$ cat config.mk
export PLATFORM = sky130hd
export DESIGN_NAME = isc_cal3
export DESIGN_NICKNAME = d
export VERILOG_FILES = /design/src/rtl/isc_pkg.sv /design/src/rtl/isc_cal3.sv
export SDC_FILE = /design/constraint.sdc
export NUM_CORES = 2
export LEC_CHECK = 0
export BUFFER_PORTS_ARGS = -buffer_cell sky130_fd_sc_hd__buf_2
export CORE_ASPECT_RATIO = 0.6
export CORE_MARGIN = 10
export CORE_UTILIZATION = 60
export CTS_CLUSTER_DIAMETER = 50
export DETAILED_ROUTE_END_ITERATION = 10
export GPL_TIMING_DRIVEN = 0
export PLACE_DENSITY = 0.81
export SYNTH_ARGS = -nofsm -noshare
export SYNTH_HDL_FRONTEND = slang
export SYNTH_SLANG_ARGS = --single-unit
$ cat constraint.sdc
create_clock -name i_clk -period 12.4 [get_ports i_clk]
set_input_delay 1.86 -clock i_clk [delete_from_list [all_inputs] [get_ports i_clk]]
set_output_delay 1.86 -clock i_clk [all_outputs]
set_load 0.02 [all_outputs]
$ cat src/rtl/isc_pkg.sv
// ----------------------------------------------------------------------------
// isc_pkg
// Shared types, scale constants and helpers for the IMU sample calibrator.
// ----------------------------------------------------------------------------
package isc_pkg;

    localparam int RAW_W      = 16;
    localparam int OUT_W      = 32;
    localparam int SCALE_FRAC = 40;
    localparam int KW         = 41;           // signed width of a scale factor
    localparam int PW         = RAW_W + KW;   // raw * scale product
    localparam int BIAS_W     = 25;
    localparam int CFG_IDX_W  = 2;

    // register indexes of the configuration port
    localparam logic [CFG_IDX_W-1:0] REG_GYRO_BIAS_X = 2'd0;
    localparam logic [CFG_IDX_W-1:0] REG_GYRO_BIAS_Y = 2'd1;
    localparam logic [CFG_IDX_W-1:0] REG_GYRO_BIAS_Z = 2'd2;

    // scale factors with SCALE_FRAC fraction bits
    localparam longint K_ACC_L  = 64'sd1 <<< (SCALE_FRAC - 14);
    localparam longint K_GYRO_L = ((64'sd1 <<< SCALE_FRAC) + 64'sd65) / 64'sd131;
    localparam longint K_TEMP_L = ((64'sd1 <<< SCALE_FRAC) + 64'sd170) / 64'sd340;
    localparam longint K_MAG_L  = (64'sd73 * (64'sd1 <<< SCALE_FRAC) + 64'sd50) / 64'sd100;

    localparam logic signed [KW-1:0] K_ACC  = KW'(K_ACC_L);
    localparam logic signed [KW-1:0] K_GYRO = KW'(K_GYRO_L);
    localparam logic signed [KW-1:0] K_TEMP = KW'(K_TEMP_L);
    localparam logic signed [KW-1:0] K_MAG  = KW'(K_MAG_L);

    // magnetometer overflow code
    localparam logic signed [RAW_W-1:0] MAG_OVF = -16'sd4096;

    // offsets and coefficients in millionths, row-major matrices
    localparam longint ACC_OFF_U [3] = '{64'sd19400, -64'sd8463, -64'sd98649};
    localparam longint ACC_MAT_U [9] = '{
        64'sd991896,  64'sd922,      -64'sd2850,
        64'sd922,     64'sd1004652,  -64'sd2416,
        -64'sd2850,   -64'sd2416,    64'sd984773
    };
    localparam longint MAG_OFF_U [3] = '{-64'sd187279956, 64'sd7723305, -64'sd57187};
    localparam longint MAG_MAT_U [9] = '{
        64'sd875656,  64'sd27110,    -64'sd54459,
        64'sd27110,   64'sd891379,   64'sd14806,
        -64'sd54459,  64'sd14806,    64'sd963926
    };
    localparam longint TEMP_OFF_U = 64'sd36530000;

    typedef struct packed {
        logic s1;
        logic s2;
        logic s3;
        logic s4;
    } t_pipe_en;

    typedef logic [2:0][RAW_W-1:0] t_raw3;
    typedef logic [2:0][OUT_W-1:0] t_q3;

    // millionths to fixed point with f fraction bits, nearest, ties away from zero
    function automatic longint rndq(input longint m, input int f);
        longint a;
        a = (m < 0) ? -m : m;
        a = (a * (64'sd1 <<< f) + 64'sd500000) / 64'sd1000000;
        return (m < 0) ? -a : a;
    endfunction

    function automatic logic signed [OUT_W-1:0] sat32(input logic signed [63:0] v);
        logic signed [OUT_W-1:0] res;
        if (v > 64'sd2147483647) begin
            res = 32'sh7fffffff;
        end else if (v < -64'sd2147483648) begin
            res = 32'sh80000000;
        end else begin
            res = v[OUT_W-1:0];
        end
        return res;
    endfunction

endpackage

$ cat src/rtl/isc_cal3.sv
// ----------------------------------------------------------------------------
// isc_cal3
// Three-axis calibration pipe: scale, subtract offset, saturate, 3x3 matrix.
// ----------------------------------------------------------------------------
module isc_cal3 #(
    parameter int FRAC_BITS      = 16,
    parameter int COEF_FRAC_BITS = 20,
    parameter bit IS_MAG         = 1'b0
) (
    input  logic              i_clk,
    input  isc_pkg::t_pipe_en i_en,
    input  isc_pkg::t_raw3    i_raw,    // x, y, z from the lowest bits up
    input  logic              i_keep,
    output isc_pkg::t_q3      o_res     // x, y, z from the lowest bits up
);
    import isc_pkg::*;

    localparam int SH   = SCALE_FRAC - FRAC_BITS;
    localparam int SW   = PW + 1;
    localparam int CW   = COEF_FRAC_BITS + 2;
    localparam int MW   = OUT_W + CW;
    localparam int SUMW = MW + 2;

    localparam logic signed [KW-1:0] K = IS_MAG ? K_MAG : K_ACC;

    logic signed [PW-1:0]    r_prod [3];
    logic signed [OUT_W-1:0] r_t    [3];
    logic signed [MW-1:0]    r_mul  [3][3];
    t_q3                     r_res;

    for (genvar i = 0; i < 3; i++) begin : g_axis
        localparam logic signed [SW-1:0] OFF =
            SW'(rndq(IS_MAG ? MAG_OFF_U[i] : ACC_OFF_U[i], FRAC_BITS));

        logic signed [SW-1:0]    scaled;
        logic signed [SW-1:0]    diff;
        logic signed [SUMW-1:0]  sum;
        logic signed [SUMW-1:0]  rnd;
        logic signed [OUT_W-1:0] n_t;

        // stage 1: raw * scale
        always_ff @(posedge i_clk) begin
            if (i_en.s1) begin
                r_prod[i] <= $signed(i_raw[i]) * K;
            end
        end

        // stage 2: round to FRAC_BITS, remove offset, saturate
        always_comb begin
            scaled = (SW'(r_prod[i]) + (SW'(1) <<< (SH - 1))) >>> SH;
            diff   = scaled - OFF;
            n_t    = sat32(64'(diff));
        end

        always_ff @(posedge i_clk) begin
            if (i_en.s2) begin
                r_t[i] <= n_t;
            end
        end

        // stage 3: one row of the matrix
        for (genvar j = 0; j < 3; j++) begin : g_col
            localparam logic signed [CW-1:0] COEF =
                CW'(rndq(IS_MAG ? MAG_MAT_U[3*i+j] : ACC_MAT_U[3*i+j], COEF_FRAC_BITS));

            always_ff @(posedge i_clk) begin
                if (i_en.s3) begin
                    r_mul[i][j] <= MW'(r_t[j]) * MW'(COEF);
                end
            end
        end

        // stage 4: sum the row, round, saturate; zero an invalid group
        always_comb begin
            sum = SUMW'(r_mul[i][0]) + SUMW'(r_mul[i][1]) + SUMW'(r_mul[i][2]);
            rnd = (sum + (SUMW'(1) <<< (COEF_FRAC_BITS - 1))) >>> COEF_FRAC_BITS;
        end

        always_ff @(posedge i_clk) begin
            if (i_en.s4) begin
                r_res[i] <= i_keep ? sat32(64'(rnd)) : '0;
            end
        end
    end

    assign o_res = r_res;

endmodule

Yosys cells after proc, flatten, opt, wreduce, memory -nomap -nowiden
Memory sizes are Yosys's and may differ from the RTL's.
Index checks and enable logic that the tools add are counted.
- add/subtract/negate cells: 15
- $mul: 9
- div/mod/pow operators: 0
- $lt $le $gt $ge: 12
- equal/unequal tests: 0
- shifts and indexed selects: 0
- muxes and demuxes: 18
- bitwise gates (word level): 1
- reductions and logical operators: 3
- operator list (operator ; count):
    $mux 32 ; 9
    $add 57x25->58 const B ; 3
    $mul 32x11->43 const B ; 4
    $add 55x54->56 ; 3
    $add 56x21->56 const B ; 3
    $add 54x54->55 ; 3
    $gt 36x32->1 const B ; 3
    $lt 36x32->1 const B ; 3
    $mul 32x21->53 const B ; 2
    $gt 35x32->1 const B ; 3
    $lt 35x32->1 const B ; 3
    $mux 31 ; 3
    $mul 32x13->45 const B ; 2
    $mul 32x20->52 const B ; 1
    $sub 34x11->35 const B ; 1
    $sub 34x12->35 const B ; 1
    $sub 34x14->35 const B ; 1
    $mux 1 ; 6
    $reduce_or 2->1 ; 3
    $not 1->1 ; 1
- bits in registers: 96
- latch bits: 0
- memory bits (writable): 675
- memory bits (read-only): 0
- input port bits: 54
- output and inout port bits: 96
- logic and storage cells: 67
- memories kept: 3
- memories (memory ; words ; width ; rd ports ; clocked after Yosys merged registers in ; write ports ; line ; text):
    r_mul ; 3 ; 162 ; 3 ; 0 ; 3 ; isc_cal3.sv:28 ; logic signed [MW-1:0] r_mul [3][3];
    r_t ; 3 ; 32 ; 3 ; 0 ; 3 ; isc_cal3.sv:27 ; logic signed [OUT_W-1:0] r_t [3];
    r_prod ; 3 ; 31 ; 3 ; 0 ; 3 ; isc_cal3.sv:26 ; logic signed [PW-1:0] r_prod [3];

Logic depth before layout (Yosys ltp)
An unclocked memory read counts as a cell.
- word-level depth: 7
- mapped depth: 26
- mapped depth without buffers: 25

Worst setup path before layout
No wires, ideal clock.
- path type: register to register
- from: memory r_t[0][31]
- to: memory r_mul[0][153] (netlist bit) (data pin)
- library setup time: 265 ps
- data arrival time: 8061 ps
- data required time: 12135 ps
- path slack: 4074 ps
- cell stages (with the launch flop): 22
- path buffers: 1
- period minus slack after synthesis: 8326 ps
- cells stage by stage: edfxtp_1 > inv_1 > clkbuf_1 > fa_1 > inv_1 > ha_1 > inv_1 > fa_1 > inv_1 > fa_1 > fa_1 > fa_1 > inv_1 > fa_1 > inv_1 > ha_1 > a21o_1 > a221o_1 > a31o_4 > a21oi_2 > nor4b_1 > or3_1
- RTL lines (item ; line):
    from (decl) ; isc_cal3.sv:27
    to (decl) ; isc_cal3.sv:28

==> metrics.txt <==
CTS Buf Count 86; Post-CTS Setup Bufs 0; CP peak stage delay 1.06 ns; die height 353 um; DP HPWL 285,000 um; CP Class reg -> reg; starting DRC count in detailed routing 7,202; synth unique cells 97; full die area 0.203 sq mm; flop2flop setup slack 2.74 ns; Die W 575 um; post-layout min period 9.66 ns; Finished Cell Area 0.118 sq mm; Fillers 14,593; Clock Path Buffers 3; Crit path top cell by count fa_1; H-tree Lvls 3; Critical-path top delay cell edfxtp_1; cell row count 122; required time of the critical path 12.87 ns; crit path max fanout 15; failing checks capacitance limit, slew limit; clock root buffer clkbuf_16; flops & latches, synth 644; Hold Path Class reg -> reg; Mapped Nets 14,490; vias in the first global route 80,746; RePlAce Congestion 1.02; Post-Syn Instances 10,870; Antenna Violating Nets Remaining 0; layout cells sized above 1 3.87%; Synthesis Warnings 0; Final Skew 0.0352 ns; clk sinks 644; # hold bufs at CTS 0; crit-path cells inv_1, fa_1, xor2_1, ha_1, nor2_1, fa_1, inv_1, fa_1, fa_1, fa_1, inv_1, fa_1, inv_1, ha_1, and4_1, nand3_1, o221ai_1, nor3_2, o31ai_4, o41a_2, a31o_4, a21oi_2, nor4b_1, or3_1; CTS tree built; drc violations 0; fmax 104 MHz; Avg Cell Area, Syn 10.2 sq um; Worst-Margin Slew 1.67 ns; largest net degree at the start of global routing 124; first-pass GRT wire length 505,000 um; Most used DFF post-synth edfxtp_1; IO buf count 149; Slew HR -14.3%; Via-to-Cell Ratio 5.74; Avg WL per Cell 24.5 um; nets 14,743; Seq/Total Area, Yosys 17.5%; core box area 0.184 sq mm; first drt pass iteration count 6; Area growth syn-to-layout 6.63%; Initial Utilization 60.2%; vias post-DR 78,518; post-CTS sizing 0; Max Cap Viol 3; Post-Route Setup TNS 0 ns; crit path launch type register; Final Cycle Share 77.9%; clock-pin slew on the worst setup and hold paths 0.06 ns; Crit path arrival time 10.13 ns; Placed Area 0.115 sq mm; Detailed Route WL 335,000 um; Pins Over Slew Limit 4; final setup vio count 0; Worst-Skew Late Latency 0.74 ns; RSZ-0062 raised after global routing no; GR Overflow Total 0; endpoint type of the worst setup path register; number of flops mapped to enable cells by yosys 644; GR Util All Layers 33.0%; fraction of registers with async set/reset 0%; Fin. Hold Viols 0; post-synthesis instance area 0.111 sq mm; status finished with violations; Top Ports 150; initial antenna violation count 44
layer usage:
metal	routed length (um)	track usage, %	vias up
li1	-	-	35368
met4	9940	7.93	36
met2	137000	46.9	3250
met1	149000	49.0	39333
met3	38400	10.4	531
met5	216	0	-
worst max-delay path, delay by kind of cell, from the launching register on:
family                     cells  cell delay, ns
adders and majority gates      8            4.12
and+or+nand+nor                6            1.74
AOI/OAI and AO/OA              5            1.48
DFF                            1            1.06
buffers and inverters          4            0.77
xor gates and xnor gates       1            0.17
flip-flops by register name, indices dropped and copies added (netlist names):
name,flops
r_mul,407
o_res,96
r_t,93
r_prod,48
Yosys cell counts, types with 56 or more instances:
library cell | instances | area share (%)
nor3_1 | 76 | 0.34
nand3_1 | 110 | 0.50
fa_1 | 1664 | 30
o21bai_1 | 64 | 0.43
o21ai_0 | 329 | 1.5
inv_1 | 3025 | 10
a21o_1 | 251 | 1.7
nand2b_1 | 75 | 0.42
xor2_1 | 207 | 1.6
nand2_1 | 328 | 1.1
edfxtp_1 | 644 | 17
ha_1 | 1902 | 21
and3_1 | 56 | 0.32
a21oi_1 | 470 | 2.1
clkbuf_1 | 70 | 0.24
nand4_1 | 63 | 0.36
o21a_1 | 64 | 0.43
nor2_1 | 329 | 1.1
xnor2_1 | 436 | 3.4
area by class of cell:
class	count	area, sq um	share of cell area (%)
sequential	644	19300	16.4
buffer	99	409	0.347
tap	2480	3100	2.63
antenna	5	12.5	0.0106
clock inverter	66	822	0.696
multi-input combinational	7099	79700	67.5
timing repair buffer	165	1160	0.979
clock buffer	92	2200	1.86
inverter	3028	11400	9.63
final timing paths:
path / from / end / depth (start not counted)
max: r_t[0][12] / r_mul[0][153] / 24
min: r_prod[0][64] / r_t[0][68] / 2
max reg2reg: r_t[0][12] / r_mul[0][153] / 24
min reg2reg: r_prod[0][64] / r_t[0][68] / 2
logic make-up after synthesis:
kind of cell    share of synthesized area, %
compound gates                          9.42
xor+xnor                                5.09
fa+ha+maj                               51.6
buf+inv                                 10.6
flops                                   17.5
mux                                    0.227
simple gates                            5.59
through the flow:
stage | hold slack [ns] | setup slack (ns) | std cells | utilization (%)
3_5_place_dp | 0.511 | 2.90 | 13515 | 62.5
3_3_place_gp | 0.525 | 2.61 | 13499 | 62.3
2_1_floorplan | 0.492 | 4.07 | 10870 | -
4_1_cts | 0.540 | 2.84 | 13673 | 64.2
6_report | 0.544 | 2.74 | 13678 | 64.2
5_1_grt | 0.562 | 2.54 | 13676 | 64.2
placed cells by master (no fill, tap or decap), types with 31 or more instances in the layout:
master,count
a21oi_1,470
a211oi_1,37
inv_1,3025
ha_1,1902
a31oi_1,51
nor3_1,76
xnor2_1,431
a21o_1,251
nor2b_1,52
o21ai_0,327
fa_1,1664
clkbuf_16,87
nand3_1,110
o21a_1,64
clkbuf_1,73
o22ai_1,44
xor2_1,207
a211oi_2,31
nor2_1,329
o21bai_1,64
nand2_1,328
edfxtp_1,644
buf_2,164
and2_1,52
nand2b_1,75
nand4_1,63
and3_1,56
Power is left out: the tool's default activity adds up to more than one toggle a clock period on the data nets, which glitch-free logic cannot reach.
